--- config.mk ---
export PLATFORM = sky130hd
export DESIGN_NAME = sequence_resequencer_core
export DESIGN_NICKNAME = d
export VERILOG_FILES = /design/src/rtl/seqr_pkg.sv /design/src/rtl/seqr_front.sv /design/src/rtl/seqr_queue.sv /design/src/rtl/seqr_back.sv /design/src/rtl/sequence_resequencer_core.sv
export SDC_FILE = /design/constraint.sdc
export NUM_CORES = 2
export LEC_CHECK = 0
export ABC_CLOCK_PERIOD_IN_PS = 8400
export BUFFER_PORTS_ARGS = -buffer_cell sky130_fd_sc_hd__buf_2
export CAP_MARGIN = 10
export CORE_UTILIZATION = 55
export DETAILED_ROUTE_END_ITERATION = 16
export GPL_TIMING_DRIVEN = 0
export HOLD_SLACK_MARGIN = 0.06
export PLACE_DENSITY = 0.77
export SLEW_MARGIN = 20
export SYNTH_ARGS = -nofsm -noshare
export SYNTH_HDL_FRONTEND = slang
export SYNTH_SLANG_ARGS = --single-unit
--- constraint.sdc ---
create_clock -name clk -period 8.4 [get_ports clk]
set_clock_uncertainty 0.05 [all_clocks]
set_input_delay 1.26 -clock clk [delete_from_list [all_inputs] [get_ports clk]]
set_output_delay 1.26 -clock clk [all_outputs]
set_load 0.02 [all_outputs]
--- src/rtl/seqr_pkg.sv ---
// Shared types and constants for the sequence resequencer.
// No dependencies; every other file in rtl/ imports this package.
`timescale 1ns / 1ps

package seqr_pkg;

	localparam int SEQ_W      = 32;
	localparam int PAY_W      = 32;
	localparam int STAT_W     = 2;
	localparam int WINDOW_DEF = 32;
	localparam int QDEPTH     = 2;
	localparam int S_TDATA_W  = 72;
	localparam int M_TDATA_W  = 72;

	// Item operation held in the queue
	localparam logic OP_DATA = 1'b0;
	localparam logic OP_SET  = 1'b1;

	// Result kind
	localparam logic KIND_MSG = 1'b0;
	localparam logic KIND_ACK = 1'b1;

	// Acknowledgment status
	localparam logic [STAT_W-1:0] STAT_INORDER = 2'd0;
	localparam logic [STAT_W-1:0] STAT_EARLY   = 2'd1;
	localparam logic [STAT_W-1:0] STAT_STALE   = 2'd2;
	localparam logic [STAT_W-1:0] STAT_FAR     = 2'd3;

	typedef struct packed {
		logic             op;
		logic [SEQ_W-1:0] seq;
		logic [PAY_W-1:0] payload;
		logic             has_text;
	} item_t;

endpackage

--- src/rtl/seqr_front.sv ---
// Front end: accepts input words, tracks the joined flag and drops packets
// that are ignored. Depends on seqr_pkg; feeds seqr_queue.
`timescale 1ns / 1ps

module seqr_front (
	input  logic                           clk,
	input  logic                           arst_n,
	input  logic                           s_tvalid,
	output logic                           s_tready,
	input  logic [seqr_pkg::S_TDATA_W-1:0] s_tdata,
	input  logic                           s_tuser,
	input  logic                           q_full,
	output logic                           q_push,
	output seqr_pkg::item_t                q_item
);
	import seqr_pkg::*;

	logic joined_q;
	logic acc;
	logic lead;

	assign s_tready = !q_full;
	assign acc      = s_tvalid && !q_full;
	assign lead     = s_tdata[SEQ_W];

	assign q_item.op       = s_tuser;
	assign q_item.seq      = s_tdata[SEQ_W-1:0];
	assign q_item.payload  = s_tdata[SEQ_W+PAY_W:SEQ_W+1];
	assign q_item.has_text = s_tdata[SEQ_W+PAY_W+1];

	// Set-sequence words always pass; data words only once joined and from the leader.
	assign q_push = acc && ((s_tuser == OP_SET) || (joined_q && lead));

	always_ff @(posedge clk or negedge arst_n) begin
		if (!arst_n) begin
			joined_q <= 1'b0;
		end else if (acc && s_tuser == OP_SET) begin
			joined_q <= 1'b1;
		end
	end

endmodule

--- src/rtl/seqr_queue.sv ---
// Short queue between the front end and the back end.
// Depends on seqr_pkg for the item type and depth.
`timescale 1ns / 1ps

module seqr_queue (
	input  logic            clk,
	input  logic            arst_n,
	input  logic            push,
	input  seqr_pkg::item_t push_item,
	output logic            full,
	input  logic            pop,
	output logic            valid,
	output seqr_pkg::item_t head
);
	import seqr_pkg::*;

	localparam int PW = (QDEPTH > 1) ? $clog2(QDEPTH) : 1;

	item_t         q_mem [QDEPTH];
	logic [PW-1:0] wr_ptr_q;
	logic [PW-1:0] rd_ptr_q;
	logic [PW:0]   cnt_q;

	assign full  = (cnt_q == (PW+1)'(QDEPTH));
	assign valid = (cnt_q != '0);
	assign head  = q_mem[rd_ptr_q];

	always_ff @(posedge clk) begin
		if (push) begin
			q_mem[wr_ptr_q] <= push_item;
		end
	end

	always_ff @(posedge clk or negedge arst_n) begin
		if (!arst_n) begin
			wr_ptr_q <= '0;
			rd_ptr_q <= '0;
			cnt_q    <= '0;
		end else begin
			if (push) begin
				wr_ptr_q <= wr_ptr_q + 1'b1;
			end
			if (pop) begin
				rd_ptr_q <= rd_ptr_q + 1'b1;
			end
			unique case ({push, pop})
				2'b10:   cnt_q <= cnt_q + 1'b1;
				2'b01:   cnt_q <= cnt_q - 1'b1;
				default: cnt_q <= cnt_q;
			endcase
		end
	end

	a_cnt_bound: assert property (@(posedge clk) disable iff (!arst_n)
		cnt_q <= (PW+1)'(QDEPTH))
		else $error("queue count exceeds its depth");

endmodule

--- src/rtl/seqr_back.sv ---
// Back end: executes set-sequence and data items, holds the reorder window
// and drives the output register. Depends on seqr_pkg; fed by seqr_queue.
`timescale 1ns / 1ps

module seqr_back #(
	parameter int WINDOW = seqr_pkg::WINDOW_DEF
) (
	input  logic                           clk,
	input  logic                           arst_n,
	input  logic                           q_valid,
	input  seqr_pkg::item_t                q_item,
	output logic                           q_pop,
	output logic                           m_tvalid,
	input  logic                           m_tready,
	output logic [seqr_pkg::M_TDATA_W-1:0] m_tdata,
	output logic                           m_tuser,
	output logic                           m_tlast
);
	import seqr_pkg::*;

	localparam int IW    = (WINDOW > 2) ? $clog2(WINDOW) : 1;
	localparam int M_PAD = M_TDATA_W - SEQ_W - PAY_W - STAT_W;
	localparam int RSH   = SEQ_W - 1 + $clog2(WINDOW);

	localparam logic [IW:0]        WIN_W    = (IW+1)'(WINDOW);
	localparam logic [IW-1:0]      IDX_LAST = IW'(WINDOW - 1);
	localparam logic [IW-1:0]      DRN_LAST = IW'(WINDOW - 2);
	localparam logic [SEQ_W-1:0]   WIN_SEQ  = SEQ_W'(WINDOW);
	localparam logic [2*SEQ_W-1:0] RCP_WIDE = ((2*SEQ_W)'(1) << RSH) / (2*SEQ_W)'(WINDOW);
	localparam logic [SEQ_W-1:0]   RCP      = SEQ_W'(RCP_WIDE);

	localparam logic [2:0] S_IDLE  = 3'd0;
	localparam logic [2:0] S_SET   = 3'd1;
	localparam logic [2:0] S_CLASS = 3'd2;
	localparam logic [2:0] S_DRD   = 3'd3;
	localparam logic [2:0] S_DCHK  = 3'd4;
	localparam logic [2:0] S_ACK   = 3'd5;
	localparam logic [2:0] S_REM   = 3'd6;

	typedef struct packed {
		logic [SEQ_W-1:0] tag;
		logic             has_text;
		logic [PAY_W-1:0] payload;
	} slot_t;

	logic [2:0]        state_q;
	item_t             it_q;
	logic [SEQ_W-1:0]  exp_q;
	logic [IW-1:0]     exp_idx_q;
	logic [WINDOW-1:0] valid_q;
	slot_t             slot_mem [WINDOW];
	slot_t             rd_q;
	logic [IW-1:0]     drn_cnt_q;
	logic [STAT_W-1:0] stat_q;
	logic [SEQ_W-1:0]  quo_q;

	logic              m_valid_q;
	logic              m_kind_q;
	logic [SEQ_W-1:0]  m_seq_q;
	logic [PAY_W-1:0]  m_pay_q;
	logic [STAT_W-1:0] m_stat_q;
	logic              m_last_q;

	logic               can_emit;
	logic [SEQ_W-1:0]   exp_nxt;
	logic [IW-1:0]      idx_nxt;
	logic               in_order;
	logic [SEQ_W-1:0]   diff;
	logic               is_ahead;
	logic               is_near;
	logic [IW:0]        st_sum;
	logic [IW:0]        st_wrap;
	logic [IW-1:0]      st_idx;
	logic               store_en;
	logic               hit;
	logic               dchk_go;
	logic               class_go;
	logic [2*SEQ_W-1:0] rcp_prod;
	logic [2*SEQ_W-1:0] rcp_sh;
	logic [SEQ_W-1:0]   rem_est;
	logic [IW:0]        rem_lo;
	logic [IW:0]        rem_fix;

	logic              emit;
	logic              e_kind;
	logic [SEQ_W-1:0]  e_seq;
	logic [PAY_W-1:0]  e_pay;
	logic [STAT_W-1:0] e_stat;
	logic              e_last;

	assign can_emit = !m_valid_q || m_tready;
	assign q_pop    = (state_q == S_IDLE) && q_valid;

	// The slot index follows expected_seq; wrapping of the 32-bit count restarts it at zero.
	assign exp_nxt = exp_q + 1'b1;
	assign idx_nxt = (exp_q == '1 || exp_idx_q == IDX_LAST) ? '0 : exp_idx_q + 1'b1;

	assign in_order = (it_q.seq == exp_q) || (exp_q == '0);
	assign diff     = it_q.seq - exp_q;
	assign is_ahead = it_q.seq > exp_q;
	assign is_near  = diff < WIN_SEQ;

	// An early packet lies less than one window ahead, so its slot is one add and wrap away.
	assign st_sum   = {1'b0, exp_idx_q} + {1'b0, diff[IW-1:0]};
	assign st_wrap  = st_sum - WIN_W;
	assign st_idx   = (st_sum >= WIN_W) ? st_wrap[IW-1:0] : st_sum[IW-1:0];
	assign store_en = (state_q == S_CLASS) && !in_order && is_ahead && is_near;

	assign hit      = valid_q[exp_idx_q] && (rd_q.tag == exp_q);
	assign dchk_go  = !rd_q.has_text || can_emit;
	assign class_go = !it_q.has_text || can_emit;

	// Remainder of a newly set expected number by the window. A 32 by 32 reciprocal
	// product gives a quotient that is at most one short, so one subtract corrects it.
	assign rcp_prod = (2*SEQ_W)'(exp_q) * (2*SEQ_W)'(RCP);
	assign rcp_sh   = rcp_prod >> RSH;
	assign rem_est  = exp_q - quo_q * WIN_SEQ;
	assign rem_lo   = rem_est[IW:0];
	assign rem_fix  = (rem_lo >= WIN_W) ? (rem_lo - WIN_W) : rem_lo;

	always_comb begin
		emit   = 1'b0;
		e_kind = KIND_MSG;
		e_seq  = it_q.seq;
		e_pay  = it_q.payload;
		e_stat = STAT_INORDER;
		e_last = 1'b0;
		unique case (state_q)
			S_CLASS: begin
				emit = in_order && it_q.has_text && can_emit;
			end
			S_DCHK: begin
				emit  = hit && rd_q.has_text && can_emit;
				e_seq = exp_q;
				e_pay = rd_q.payload;
			end
			S_ACK: begin
				emit   = can_emit;
				e_kind = KIND_ACK;
				e_pay  = '0;
				e_stat = stat_q;
				e_last = 1'b1;
			end
			default: begin
				emit = 1'b0;
			end
		endcase
	end

	always_ff @(posedge clk or negedge arst_n) begin
		if (!arst_n) begin
			state_q   <= S_IDLE;
			exp_q     <= '0;
			exp_idx_q <= '0;
			valid_q   <= '0;
			drn_cnt_q <= '0;
			stat_q    <= STAT_INORDER;
		end else begin
			unique case (state_q)
				S_IDLE: begin
					if (q_valid) begin
						if (q_item.op == OP_SET) begin
							exp_q   <= q_item.seq;
							state_q <= S_SET;
						end else begin
							state_q <= S_CLASS;
						end
					end
				end
				S_SET: begin
					state_q <= S_REM;
				end
				S_REM: begin
					exp_idx_q <= rem_fix[IW-1:0];
					state_q   <= S_IDLE;
				end
				S_CLASS: begin
					priority if (in_order) begin
						if (class_go) begin
							exp_q     <= exp_nxt;
							exp_idx_q <= idx_nxt;
							drn_cnt_q <= '0;
							stat_q    <= STAT_INORDER;
							state_q   <= S_DRD;
						end
					end else if (store_en) begin
						valid_q[st_idx] <= 1'b1;
						stat_q          <= STAT_EARLY;
						state_q         <= S_ACK;
					end else if (is_ahead) begin
						stat_q  <= STAT_FAR;
						state_q <= S_ACK;
					end else begin
						stat_q  <= STAT_STALE;
						state_q <= S_ACK;
					end
				end
				S_DRD: begin
					state_q <= S_DCHK;
				end
				S_DCHK: begin
					if (!hit) begin
						state_q <= S_ACK;
					end else if (dchk_go) begin
						valid_q[exp_idx_q] <= 1'b0;
						exp_q              <= exp_nxt;
						exp_idx_q          <= idx_nxt;
						drn_cnt_q          <= drn_cnt_q + 1'b1;
						state_q            <= (drn_cnt_q == DRN_LAST) ? S_ACK : S_DRD;
					end
				end
				S_ACK: begin
					if (can_emit) begin
						state_q <= S_IDLE;
					end
				end
				default: begin
					state_q <= S_IDLE;
				end
			endcase
		end
	end

	always_ff @(posedge clk) begin
		if (q_pop) begin
			it_q <= q_item;
		end
		if (state_q == S_SET) begin
			quo_q <= rcp_sh[SEQ_W-1:0];
		end
	end

	always_ff @(posedge clk) begin
		if (store_en) begin
			slot_mem[st_idx] <= '{tag: it_q.seq, has_text: it_q.has_text, payload: it_q.payload};
		end
		rd_q <= slot_mem[exp_idx_q];
	end

	always_ff @(posedge clk or negedge arst_n) begin
		if (!arst_n) begin
			m_valid_q <= 1'b0;
		end else if (emit) begin
			m_valid_q <= 1'b1;
		end else if (m_tready) begin
			m_valid_q <= 1'b0;
		end
	end

	always_ff @(posedge clk) begin
		if (emit) begin
			m_kind_q <= e_kind;
			m_seq_q  <= e_seq;
			m_pay_q  <= e_pay;
			m_stat_q <= e_stat;
			m_last_q <= e_last;
		end
	end

	assign m_tvalid = m_valid_q;
	assign m_tuser  = m_kind_q;
	assign m_tlast  = m_last_q;
	assign m_tdata  = {{M_PAD{1'b0}}, m_stat_q, m_pay_q, m_seq_q};

	a_idx_range: assert property (@(posedge clk) disable iff (!arst_n)
		exp_idx_q <= IDX_LAST)
		else $error("slot index of the expected number left the window");

	a_drain_bound: assert property (@(posedge clk) disable iff (!arst_n)
		(state_q == S_DCHK) |-> (drn_cnt_q <= DRN_LAST))
		else $error("drain walk ran past its bound");

	a_ack_word: assert property (@(posedge clk) disable iff (!arst_n)
		(state_q == S_ACK && can_emit) |=> (m_valid_q && m_last_q && m_kind_q == KIND_ACK))
		else $error("acknowledgment word not loaded at the end of an item");

	a_slot_freed: assert property (@(posedge clk) disable iff (!arst_n)
		(state_q == S_DCHK && hit && dchk_go) |=> !valid_q[$past(exp_idx_q)])
		else $error("drained slot still marked valid");

endmodule

--- src/rtl/sequence_resequencer_core.sv ---
// Top level of the sequence resequencer: front end, item queue and back end.
// Depends on seqr_pkg, seqr_front, seqr_queue and seqr_back.
//
//  Port group  Dir  tdata (low bit up)                          tuser     tlast
//  s_*         in   seq_num, from_leader, payload, has_text     req_type  -
//  m_*         out  seq_out, payload_out, status                kind      last
//
// An early, stale or far packet passes fetch, classify and ack in the back end; an
// in-order one also passes a slot read and check, repeated for each buffered packet
// drained, and the walk stops at its bound of WINDOW-1 packets.
// A set-sequence word passes fetch, reciprocal multiply and remainder.
// Reset is asynchronous and active low; no clearing pass is needed. A low m_tready
// holds the back end in classify, check or ack, and the two-entry queue and the output
// register let the front end go on accepting words in the meantime.
`timescale 1ns / 1ps

module sequence_resequencer_core #(
	parameter int WINDOW = seqr_pkg::WINDOW_DEF
) (
	input  logic                           clk,
	input  logic                           arst_n,
	input  logic                           s_tvalid,
	output logic                           s_tready,
	// seq_num[31:0], from_leader[32], payload[64:33], has_text[65], zero fill
	input  logic [seqr_pkg::S_TDATA_W-1:0] s_tdata,
	// req_type
	input  logic                           s_tuser,
	output logic                           m_tvalid,
	input  logic                           m_tready,
	// seq_out[31:0], payload_out[63:32], status[65:64], zero fill
	output logic [seqr_pkg::M_TDATA_W-1:0] m_tdata,
	// kind
	output logic                           m_tuser,
	output logic                           m_tlast
);
	import seqr_pkg::*;

	item_t push_item;
	item_t head_item;
	logic  q_push;
	logic  q_full;
	logic  q_pop;
	logic  q_valid;

	seqr_front u_front (
		.clk      (clk),
		.arst_n   (arst_n),
		.s_tvalid (s_tvalid),
		.s_tready (s_tready),
		.s_tdata  (s_tdata),
		.s_tuser  (s_tuser),
		.q_full   (q_full),
		.q_push   (q_push),
		.q_item   (push_item)
	);

	seqr_queue u_queue (
		.clk       (clk),
		.arst_n    (arst_n),
		.push      (q_push),
		.push_item (push_item),
		.full      (q_full),
		.pop       (q_pop),
		.valid     (q_valid),
		.head      (head_item)
	);

	seqr_back #(
		.WINDOW (WINDOW)
	) u_back (
		.clk      (clk),
		.arst_n   (arst_n),
		.q_valid  (q_valid),
		.q_item   (head_item),
		.q_pop    (q_pop),
		.m_tvalid (m_tvalid),
		.m_tready (m_tready),
		.m_tdata  (m_tdata),
		.m_tuser  (m_tuser),
		.m_tlast  (m_tlast)
	);

endmodule

After elaboration in Yosys (flattened, before gate mapping). Memory sizes are Yosys's and may differ from the RTL's. A register that Yosys moved wholly into a read port is not among the register bits. Index checks and enable logic that the tools add are counted.

Latch bits: 0. Register bits after elaboration: 218. Output and inout port bits: 76. Bits in writable memories: 2212. ROM bits: 0. Memories: 2.

Memory list: u_back.slot_mem (depth 32, width 65, rd ports 1, clocked after Yosys merged registers in 1, write ports 1, line seqr_back.sv:51) `slot_t slot_mem [WINDOW];`; u_queue.q_mem (depth 2, width 66, rd ports 1, clocked after Yosys merged registers in 0, write ports 1, line seqr_queue.sv:19) `item_t q_mem [QDEPTH];`.

Divide/modulo/power cells: 0. Eq/ne operators: 26. Multiplexer cells: 55. Reductions and logical operators: 40. Shift-type cells: 0. Add/subtract/negate cells: 12. Multiply operators: 0. Bitwise operators: 3. Order comparisons: 8.

Operators by type and width (count): $mux W32 (11); $pmux W32 S2 (2); $pmux W32 S3 (1); $eq A32 B32 Y1 (2); $mux W5 (11); $add A32 B1 Y32 const B (1); $and A32 B32 Y32 (1); $eq A32 B32 Y1 const B (1); $gt A32 B32 Y1 (1); $logic_not A32 Y1 (1); $lt A32 B6 Y1 const B (1); $not A32 Y32 (1); $or A32 B32 Y32 (1); $sub A32 B32 Y32 (1); $mux W3 (7); $pmux W3 S6 (1); $ne A2 B1 Y1 const B (8); $logic_and A1 B1 Y1 (15); $pmux W5 S3 (1); $reduce_and A5 Y1 (3); $ge A6 B6 Y1 const B (2); $lt A5 B6 Y1 const B (2); $mux W1 (11); $add A5 B1 Y5 const B (2); other kinds (29) (56).

Longest topological paths before layout.
Depth after elaboration: 12. Mapped depth: 16.

Hierarchy. From an unflattened synthesis, not the netlist that was laid out.

Cells, all modules: 4815. Area, all modules: 97008.0 µm².

By module, submodules not included: seqr_back (area each 91395.2 µm², instances 1, cells each 4523, seq. area each 69726.9 µm²); seqr_queue (area each 5062.4 µm², instances 1, cells each 221, seq. area each 4063.9 µm²); seqr_front (area each 550.5 µm², instances 1, cells each 71, seq. area each 25.0 µm²).

Worst setup path before layout. No wires, ideal clock.

Kind: register to register. Start point: reg u_back.it_q[33] in the netlist's numbering. End point: mem u_back.slot_mem[18][0] in the netlist's numbering, enable pin. Data arrival time: 7.755 ns. Clock period less this slack: 8.373 ns. Data required time: 7.782 ns. Path slack: 0.027 ns. Stages on the path, launching flop included: 16. Buffers on the path: 2. Path through: edfxtp_1 inv_1 ha_1 fa_1 nand2b_1 a21o_1 a211oi_1 o21ai_0 mux2i_1 a31oi_1 nand4_1 nor4_1 nand4b_1 buf_2 buf_2 nor3_1.

Cells in the longest elaborated chain, start to end: 8. Elaborated cells between the ends (all ways): 15.

RTL lines: from (decl) (line seqr_back.sv:47) `item_t it_q;`; from (signal assigned) (line seqr_back.sv:226) `it_q <= q_item;`; parallel branches: the longest is 8 deep, another holds $sub A32 B32 Y32; to (decl) (line seqr_back.sv:51).

Several ways; the timed one is not identified.

Final worst setup path.
Start point: reg u_back.it_q[52] in the netlist's numbering. End point: mem u_back.slot_mem[11][9] in the netlist's numbering, enable pin.

Cells in the longest elaborated chain, start to end: 8. Elaborated cells between the ends (all ways): 11.

RTL lines: parallel branches: the longest is 5 deep, another holds $sub A32 B32 Y32; $logic_and A1 B1 Y1 (*) (line seqr_back.sv:107) `assign store_en = (state_q == S_CLASS) && !in_order && is_ahead && is_near;`; $mux W1 (*) (line seqr_back.sv:234) `if (store_en) begin`; $mux W1 (implied by the code) (*) (line seqr_back.sv:235) `slot_mem[st_idx] <= '{tag: it_q.seq, has_text: it_q.has_text, payload: it_q.payload};`.

Every way passes the cells marked *.

==> results.tsv <==
stage	metric	value	unit
outcome	outcome	finished, final reports clean	
grt	first-pass GRT wire length	396000	um
routing	highest metal used	met5	
critical_path	Worst Setup Start Kind	flop	
routing	wire per inst	36.0	um
synth	sequential element share of the synthesized area	0.769	
run	max-capacitance violation count	0	
cts	post-CTS resize count	0	
cts	CTS buffer count	225	
floorplan	row cnt	152	
synth	ys flop type	edfxtp_1	
critical_path	Crit. End Element	flop	
floorplan	die width	420	um
grt	initial antenna violation count	9	
synth	Post-synth EDFFs	2344	
layout	Final Util	0.645	
critical_path	Worst Path Required	8.94	ns
sta	Period Utilization, post-route	0.904	
min_path	type of the tightest min-delay check	in2async	
synth	Synth Register Bits	2494	
place	port buffer count	140	
grt	gr usage total	0.325	
cts	H-tree level count	4	
floorplan	Initial Utilization	0.556	
power	leak pwr	36.4	nW
synth	asr flop ratio synth	0.0341	
routing	Initial DRC Count	9783	
synth	area fraction of the dominant cell type after synthesis	0.733	
synth	Yosys warnings	0	
sta	Setup Viol. Count Final	0	
layout	P&R area growth vs syn	15.9	%
power	pwr/cell area	363	mW/mm^2
sta	Max Fclk	0.132	GHz
cts	clk slew on worst S/H paths	0.07	ns
routing	DR vias/cell	6.95	
routing	DR DRC count	0	
grt	grt ovf	0	
synth	count of cell types in the netlist	69	
place	placed cells	7515	
grt	largest net degree at the start of global routing	46	
layout	Nets	5577	
floorplan	Die ar.	0.176	sq mm
floorplan	I/O pin count	153	
cts	cts hold-fix bufs	0	
layout	fin cells	7964	
sta	slew margin rel.	0.131	
sta	minimum clock period	7.59	ns
critical_path	r2r startpoint	u_back.it_q[52]	
sta	Fin. Hold Viols	0	
sta	Slew Limit Fails	0	
synth	Mapped Cells	4675	
layout	share of layout cells above drive strength 1	0.298	
grt	vias in the first global route	54100	
critical_path	r2r setup slk	0.81	ns
routing	Routed WL	286000	um
synth	Avg Cell Area, Syn	20.5	sq um
cts	Worst-Skew Late Latency	0.91	ns
sta	worst slew pin tran	1.30	ns
cts	Post-CTS Setup Bufs	0	
critical_path	r2r endpoint	u_back.slot_mem[11][9]	
place	worst slack, placed	0.973	ns
critical_path	critical path class	reg2reg	
sta	setup ws final	0.810	ns
routing	met1 WL	94900	um
power	VDD IR max	0.472	mV
synth	Area contributors post-synth	edfxtp_1 (73%), mux4_2 (12%), dfrtp_1 (2.2%)	
synth	Synth area leader	edfxtp_1	
routing	Initial DRT Pass Iterations	6	
floorplan	Core ar.	0.172	sq mm
cts	clock root buffer	clkbuf_16	
sta	setup TNS	0	ns
routing	Final ANT Viol Nets	0	
routing	via count	55300	
cts	clock sink count	2494	
layout	fill count	10800	
sta	RSZ-0062 raised after global routing	false	
synth	synth cell count leaders	edfxtp_1 (2344), mux4_2 (528), a22oi_1 (268)	
floorplan	height of the die	420	um
cts	clock tree buffer depth	3	
critical_path	WP data arrival	8.13	ns
routing	met3 wire len	38500	um
critical_path	R2R cell count	17	
routing	WL met2	134000	um
place	RePlAce Congestion	0.905	
place	dpl hpwl	187000	um
critical_path	Crit Path Max Fanout	34	
synth	most numerous cell in the Yosys netlist	edfxtp_1	
cts	CTS tree	done	
synth	Cell Area, Synth	0.0960	sq mm
## metal layers
layer / vias to the layer above / track usage
met4: 12 / 0.175
met1: 28100 / 0.418
met5: - / 0
li1: 21100 / -
met3: 995 / 0.0864
met2: 5157 / 0.508
## critical path: stages (launching register included)
cell	delay, ns
edfxtp_1	1.15
ha_1	0.49
nand4_1	0.29
nor3_1	0.14
a31oi_1	0.58
nand2_1	0.55
a2111oi_0	0.49
nand4_1	0.24
nor4_1	0.25
nand4b_1	0.42
buf_2	0.35
buf_2	0.24
nor3_2	0.82
buf_4	0.31
buf_4	0.23
buf_4	0.22
buf_4	0.22
buf_4	0.23
## state kept, by name, summed over array words and instances (netlist names), 2 cells and up
signal	flops
u_back.slot_mem	2080
u_back.state_q	3
u_queue.cnt_q	2
u_back.rd_q	65
u_back.it_q	65
u_back.m_stat_q	2
u_back.valid_q	32
u_back.stat_q	2
u_back.m_pay_q	32
u_queue.q_mem	132
u_back.exp_q	32
u_back.drn_cnt_q	5
u_back.m_seq_q	32
u_back.exp_idx_q	5
## through the flow
stage / total power (W) / hold slack (ns) / cell area [sq um]
floorplan: 0.0241 / 0.392 / 96000
global placement: 0.0286 / 0.400 / 99600
detailed placement: 0.0291 / 0.412 / 103000
CTS: 0.0398 / 0.249 / 111000
global route: 0.0413 / 0.289 / 111000
finish: 0.0403 / 0.266 / 111000
## placed cells by master (no fill, tap or decap), types with 21 or more instances in the layout
cell type,count
o21ai_0,120
a22oi_1,268
buf_2,183
nand3_1,29
buf_6,62
mux4_2,528
clkinv_2,46
o31ai_1,21
bufinv_16,28
xnor2_1,46
clkbuf_1,183
o22ai_1,24
clkbuf_8,23
dfrtp_1,85
buf_4,320
mux2_2,97
nand4_1,94
ha_1,46
clkinv_1,34
edfxtp_1,2344
a21oi_1,96
dfxtp_1,65
inv_1,52
clkbuf_16,227
nand2_1,159
clkbuf_2,51
nor2_1,54
nor3_2,32
buf_1,32
## layout make-up
cell class,instances,area (sq um),share of cell area
antenna,2,5.00,0.0000450
buffer,280,1200,0.0108
clock buffer,288,6140,0.0552
clock inverter,139,1640,0.0147
inverter,52,195,0.00175
multi-input combinational,1854,21100,0.189
sequential,2494,73800,0.663
tap,2310,2890,0.0260
timing repair buffer,545,4300,0.0387
## power by group
| part | internal, W | total, W | switching, W |
|---|---|---|---|
| Clock | 0.00606 | 0.0108 | 0.00470 |
| Combinational | 0.00437 | 0.0126 | 0.00828 |
| Sequential | 0.0156 | 0.0169 | 0.00132 |
## logic make-up after synthesis
family / synth area share
multiplexers: 0.136
other: 0.0000391
AND/OR/NAND/NOR: 0.0245
adder cells (fa/ha/maj): 0.00641
flip-flops: 0.769
AO/OA/AOI/OAI: 0.0445
buffers and inverters: 0.0136
XOR/XNOR: 0.00547
## worst max path at each step
stage	from	to	cells after the start
after floorplan	u_back.it_q[33]	u_back.slot_mem[18][0]	15
after global placement	u_back.exp_idx_q[1]	u_back.slot_mem[16][10]	13
after detailed placement	u_back.it_q[53]	u_back.slot_mem[15][10]	18
after CTS	u_back.it_q[53]	u_back.slot_mem[15][7]	18
after global routing	u_back.it_q[56]	u_back.slot_mem[15][7]	18
final	u_back.it_q[52]	u_back.slot_mem[11][9]	17
Power figures use the tool's default switching activity.
